$ cat config.mk
export PLATFORM = sky130hd
export DESIGN_NAME = soi_ctrl
export DESIGN_NICKNAME = d
export VERILOG_FILES = /design/src/hdl/soi_pkg.sv /design/src/hdl/soi_ctrl.sv
export SDC_FILE = /design/constraint.sdc
export NUM_CORES = 1
export LEC_CHECK = 0
export CORE_AREA = 2 2 39 41
export CTS_BUF_LIST = sky130_fd_sc_hd__clkbuf_4
export CTS_CLUSTER_DIAMETER = 40
export DETAILED_ROUTE_END_ITERATION = 7
export DIE_AREA = 0 0 41 43
export DONT_BUFFER_PORTS = 1
export PLACE_DENSITY = 0.72
export SYNTH_ARGS = -nofsm -noshare
export SYNTH_HDL_FRONTEND = slang
export SYNTH_SLANG_ARGS = --single-unit
$ cat constraint.sdc
create_clock -name clk -period 2.7 [get_ports clk]
set_clock_uncertainty 0.2 [all_clocks]
set_input_delay 0.135 -clock clk [delete_from_list [all_inputs] [get_ports clk]]
set_output_delay 0.135 -clock clk [all_outputs]
set_load 0.01 [all_outputs]
$ cat src/hdl/soi_pkg.sv
// Shared types, constants and helpers for the sparse octree point index.
// No dependencies; used by soi_ctrl, soi_dpath and the top level under hdl.
package soi_pkg;

	localparam int COORD_W    = 4;
	localparam int POINT_W    = 12;
	localparam int CHILD_CNT  = 8;

	typedef enum logic [1:0] {
		ACT_CLEAR  = 2'd0,
		ACT_INSERT = 2'd1,
		ACT_LOOKUP = 2'd2,
		ACT_NOP    = 2'd3
	} action_t;

	typedef enum logic [1:0] {
		RES_ZERO = 2'd0,
		RES_FULL = 2'd1,
		RES_HIT  = 2'd2
	} res_t;

	typedef struct packed {
		logic load_item;
		logic clear_store;
		logic split_node;
		logic fill_write;
		logic step_down;
		logic load_mem;
		logic write_point;
		logic out_load;
		res_t res;
	} cmd_t;

	typedef struct packed {
		action_t act;
		logic    at_depth;
		logic    cur_leaf;
		logic    cur_empty;
		logic    no_room;
		logic    fill_last;
		logic    out_free;
	} status_t;

	// fixed child ordering
	function automatic logic [2:0] child_perm(input logic [2:0] sel);
		logic [2:0] r;
		case (sel)
			3'd0: r = 3'd0;
			3'd1: r = 3'd4;
			3'd2: r = 3'd3;
			3'd3: r = 3'd7;
			3'd4: r = 3'd1;
			3'd5: r = 3'd5;
			3'd6: r = 3'd2;
			default: r = 3'd6;
		endcase
		return r;
	endfunction

	// bit s of each coordinate, zero above the coordinate width
	function automatic logic [2:0] child_slot(input logic [COORD_W-1:0] x,
		input logic [COORD_W-1:0] y, input logic [COORD_W-1:0] z, input logic [2:0] s);
		logic [2:0] sel;
		sel = 3'd0;
		if (s < 3'(COORD_W)) begin
			sel = {z[s[1:0]], y[s[1:0]], x[s[1:0]]};
		end
		return child_perm(sel);
	endfunction

endpackage

$ cat src/hdl/soi_ctrl.sv
// Sequencing state machine for clear, insert and lookup requests.
// Depends on soi_pkg; drives soi_dpath through cmd_t and reads status_t.
module soi_ctrl (
	input  logic             clk,
	input  logic             arst_n,
	input  logic             req_valid,
	output logic             req_stall,
	input  soi_pkg::status_t sts,
	output soi_pkg::cmd_t    cmd
);

	typedef enum logic [6:0] {
		ST_IDLE   = 7'b0000001,
		ST_ROUTE  = 7'b0000010,
		ST_EVAL   = 7'b0000100,
		ST_FILL   = 7'b0001000,
		ST_STEP   = 7'b0010000,
		ST_LOAD   = 7'b0100000,
		ST_FINISH = 7'b1000000
	} state_t;

	state_t        state_q, state_d;
	soi_pkg::res_t res_q, res_d;
	logic          accept;

	assign req_stall = (state_q != ST_IDLE);
	assign accept    = req_valid && !req_stall;

	always_comb begin
		state_d = state_q;
		res_d   = res_q;
		cmd     = '0;
		cmd.res = res_q;
		unique case (state_q)
			ST_IDLE: begin
				if (accept) begin
					cmd.load_item = 1'b1;
					res_d         = soi_pkg::RES_ZERO;
					state_d       = ST_ROUTE;
				end
			end
			// the action is latched at accept; route on it in the cycle after
			ST_ROUTE: begin
				unique case (sts.act) inside
					soi_pkg::ACT_CLEAR: begin
						cmd.clear_store = 1'b1;
						state_d         = ST_FINISH;
					end
					soi_pkg::ACT_INSERT, soi_pkg::ACT_LOOKUP: begin
						state_d = ST_EVAL;
					end
					default: begin
						state_d = ST_FINISH;
					end
				endcase
			end
			ST_EVAL: begin
				if (sts.act == soi_pkg::ACT_INSERT) begin
					if (sts.at_depth) begin
						cmd.write_point = 1'b1;
						res_d           = soi_pkg::RES_ZERO;
						state_d         = ST_FINISH;
					end else if (sts.cur_leaf) begin
						if (sts.no_room) begin
							res_d   = soi_pkg::RES_FULL;
							state_d = ST_FINISH;
						end else begin
							cmd.split_node = 1'b1;
							state_d        = ST_FILL;
						end
					end else begin
						state_d = ST_STEP;
					end
				end else begin
					if (sts.cur_empty) begin
						res_d   = soi_pkg::RES_ZERO;
						state_d = ST_FINISH;
					end else if (sts.cur_leaf) begin
						res_d   = soi_pkg::RES_HIT;
						state_d = ST_FINISH;
					end else if (sts.at_depth) begin
						res_d   = soi_pkg::RES_ZERO;
						state_d = ST_FINISH;
					end else begin
						state_d = ST_STEP;
					end
				end
			end
			ST_FILL: begin
				cmd.fill_write = 1'b1;
				if (sts.fill_last) begin
					state_d = ST_STEP;
				end
			end
			ST_STEP: begin
				cmd.step_down = 1'b1;
				state_d       = ST_LOAD;
			end
			ST_LOAD: begin
				cmd.load_mem = 1'b1;
				state_d      = ST_EVAL;
			end
			ST_FINISH: begin
				if (sts.out_free) begin
					cmd.out_load = 1'b1;
					state_d      = ST_IDLE;
				end
			end
			default: begin
				state_d = ST_IDLE;
			end
		endcase
	end

	always_ff @(posedge clk or negedge arst_n) begin
		if (!arst_n) begin
			state_q <= ST_IDLE;
			res_q   <= soi_pkg::RES_ZERO;
		end else begin
			state_q <= state_d;
			res_q   <= res_d;
		end
	end

endmodule

==> metrics.md <==
| Metric | Value |
|---|---|
| Status | completed |
| Largest family of logic cells by synthesized area | simple AND/OR/NAND/NOR gates |
| Area of the multi-input gates | 397 sq um |
| Fin. max-slew vios | 0 |
| All-Layer GR Usage | 0.226 |
| Hold Crit Start | sts[7] |
| IO Pins | 22 |
| Crit. End Element | flop |
| Fill cells | 130 |
| Largest net degree at the start of global routing | 10 |
| Drt first pass iters | 4 |
| Nets | 103 |
| Max-cap viol count | 0 |
| PortBufs | 0 |
| Register area share after synthesis | 0.337 |
| Compound-Gate Fraction of Synth Area | 0.184 |
| Simple-Gate Fraction of Synth Area | 0.343 |
| Htree depth | 1 |
| Hold Slack | 0.00915 ns |
| Synth top area share | 0.298 |
| Final TNS setup | 0 ns |
| Core Util, Final | 0.579 |
| Hold Vio Cnt, Final | 0 |
| Ys async rst share | 1.00 |
| Reg2Reg Setup Slack | 0.40 ns |
| Via count | 650 |
| Initial antenna violation count | 0 |
| Synth warnings | 0 |
| Critical-path cell list | nor4_1 -> nand3_1 -> o221ai_1 -> dlygate4sd3_1 |
| Die height | 43 um |
| Total CTS buffers | 3 |
| Cts hold-fix bufs | 9 |
| Gr ovfl total | 0 |
| CP top delay family | simple AND/OR/NAND/NOR gates |
| Tcrit/Tclk final | 0.852 |
| Hold depth | 3 |
| Crit path buffers/inverters | 1 |
| Worst vdd ir | 283 uV |
| Adder-Cell Fraction of Synth Area | 0.0372 |
| Post-synth EDFFs | 0 |
| Delay of the slowest critical-path stage | 0.63 ns |
| Antenna cells | 0 |
| Area delta synth->final | 19.2% |
| Worst reg2reg startpoint | state_q[1] |
| Final Critical Period | 2.30 ns |
| HP Class | in2reg |
| Synth area leaders | dfrtp_1 (30%), nor2_1 (5.0%), and4b_1 (4.5%), nor4bb_1 (4.5%), inv_1 (4.5%) |
| RSZ-0062 raised after global routing | false |
| CTS resizes | 0 |
| WL/cell | 15.2 um |
| Die area | 1760 sq um |
| Sink Count | 9 |
| Netlist cell types | 35 |
| Syn_area_per_cell | 8.61 sq um |
| CTS max path bufs | 2 |
| Floorplan core area | 1380 sq um |
| Die span in x | 41 um |
| Initial DRC count | 16 |
| Post-Syn Instances | 78 |
| Critical path launch point type | flop |
| Commonest register cell after synthesis | dfrtp_1 |
| Reg2reg path depth | 4 |
| Actual slew at the worst max-slew pin | 0.655 ns |
| CTS root buffer | clkbuf_4 |
| Worst-path clk slew | 0.06 ns |
| Top-count cell post-synth | nor2_1 |
| CP Class | reg2reg |
| Detailed Place HPWL | 1160 um |
| Rel. slew slack | 0.559 |
| Initial core utilization | 0.486 |
| Hold Path End | state_q[2] |
| RR Endpoint | state_q[6] |
| Synthesized area | 672 sq um |
| Share of cells above drive strength 1 | 0.0787 |
| DR DRC count | 0 |
| Post-CTS Setup Inserts | 0 |
| Xor/xnor share of the synthesized area | 0.0261 |
| Site Rows | 14 |
| CP max FO | 8 |
| Max Clk Rate | 0.435 GHz |
| Leakage | 0.367 nW |
| Routability cong. | 0.750 |
| First-pass GRT wire length | 2640 um |
| PwrDens | 570 nW/um^2 |
| Routed wire length | 1590 um |
| Skew-Pair Late Insertion Delay | 0.26 ns |
| Storage element area | 226 sq um |
| Syn Nets | 91 |
| Via-per-instance ratio | 6.19 |
| CP Data Required Time | 2.70 ns |
| CP max stage cell | nor4_1 |
| Commonest cells post-synth | nor2_1 (9), dfrtp_1 (8), inv_1 (8) |
| CTS tree | built |
| Antenna viol nets, final | 0 |
| Cell taking the most area after synthesis | dfrtp_1 |
| Post-synthesis mux area share | 0 |
| Final setup fails | 0 |
| Critical Path AT | 2.30 ns |
| Flops & latches, synth | 9 |
| Number of global-route vias before repair | 600 |
==> worst max path at each step <==
stage,startpoint,slack [ns],cells after the start,end
after floorplan,state_q[2],0.82,5,state_q[4]
after global placement,state_q[1],0.71,4,state_q[4]
after detailed placement,state_q[1],0.71,4,state_q[4]
after CTS,state_q[1],0.42,3,cmd[7]
after global routing,state_q[1],0.24,3,cmd[7]
final,state_q[1],0.40,4,state_q[6]
==> placed cells by master (no fill, tap or decap), drive strengths merged, types with 3 or more instances in the layout <==
cell type,netlist,layout
o21ai,3,3
nor4bb,3,3
nand2,5,5
dlygate4sd3,0,9
and4b,3,3
inv,8,8
dfrtp,8,8
nor3,3,3
clkbuf,2,4
nor2,9,9
==> sequential cells by signal (all words and copies together) (netlist names) <==
signal and count:
state_q 7, res_q 2
==> worst min-delay path: cells and delay by family <==
| family | cells | cell delay, ns |
|---|---|---|
| adder cells (fa/ha/maj) | 1 | 0.14 |
| buffers and inverters | 1 | 0.05 |
| AO/OA/AOI/OAI | 1 | 0.11 |
==> cells by family after synthesis <==
kind of cell / count (synthesis)
adders and majority gates: 2
buffers and inverters: 11
AOI/OAI and AO/OA: 17
DFF: 9
xor gates and xnor gates: 2
and+or+nand+nor: 37
==> layer usage <==
metal / up-vias / GRT usage / wire, um / share of wire
met4: 0 / 0.140 / 45 / 0.028
met5: - / 0 / 0 / 0
li1: 313 / - / - / -
met3: 4 / 0.0471 / 99 / 0.062
met2: 27 / 0.322 / 762 / 0.48
met1: 306 / 0.298 / 685 / 0.43
==> final cells by class <==
class                           count  share of cell area
Timing Repair Buffer               10               0.122
Tap cell                           16              0.0250
Clock buffer                        4              0.0375
Inverter                            8              0.0375
Sequential cell                     9               0.283
Multi-Input combinational cell     58               0.495
==> power breakdown <==
group	switching (W)	total (W)	internal [W]	leakage [nW]
Clock	0.0000477	0.000115	0.0000670	0.0184
Combinational	0.0000811	0.000150	0.0000684	0.228
Sequential	0.0000342	0.000192	0.000158	0.121
Total	0.000163	0.000457	0.000294	0.367
==> per-stage QoR <==
stage                     setup WS, ns  area [sq um]  power, W  instances
after detailed placement         0.707           681  0.000328         92
after global routing             0.243           801  0.000494        105
after global placement           0.710           681  0.000326         92
after floorplan                  0.817           672  0.000298         78
after CTS                        0.419           801  0.000459        105
final                            0.401           801  0.000457        105
Note: power is estimated with default switching activity, not from simulation.
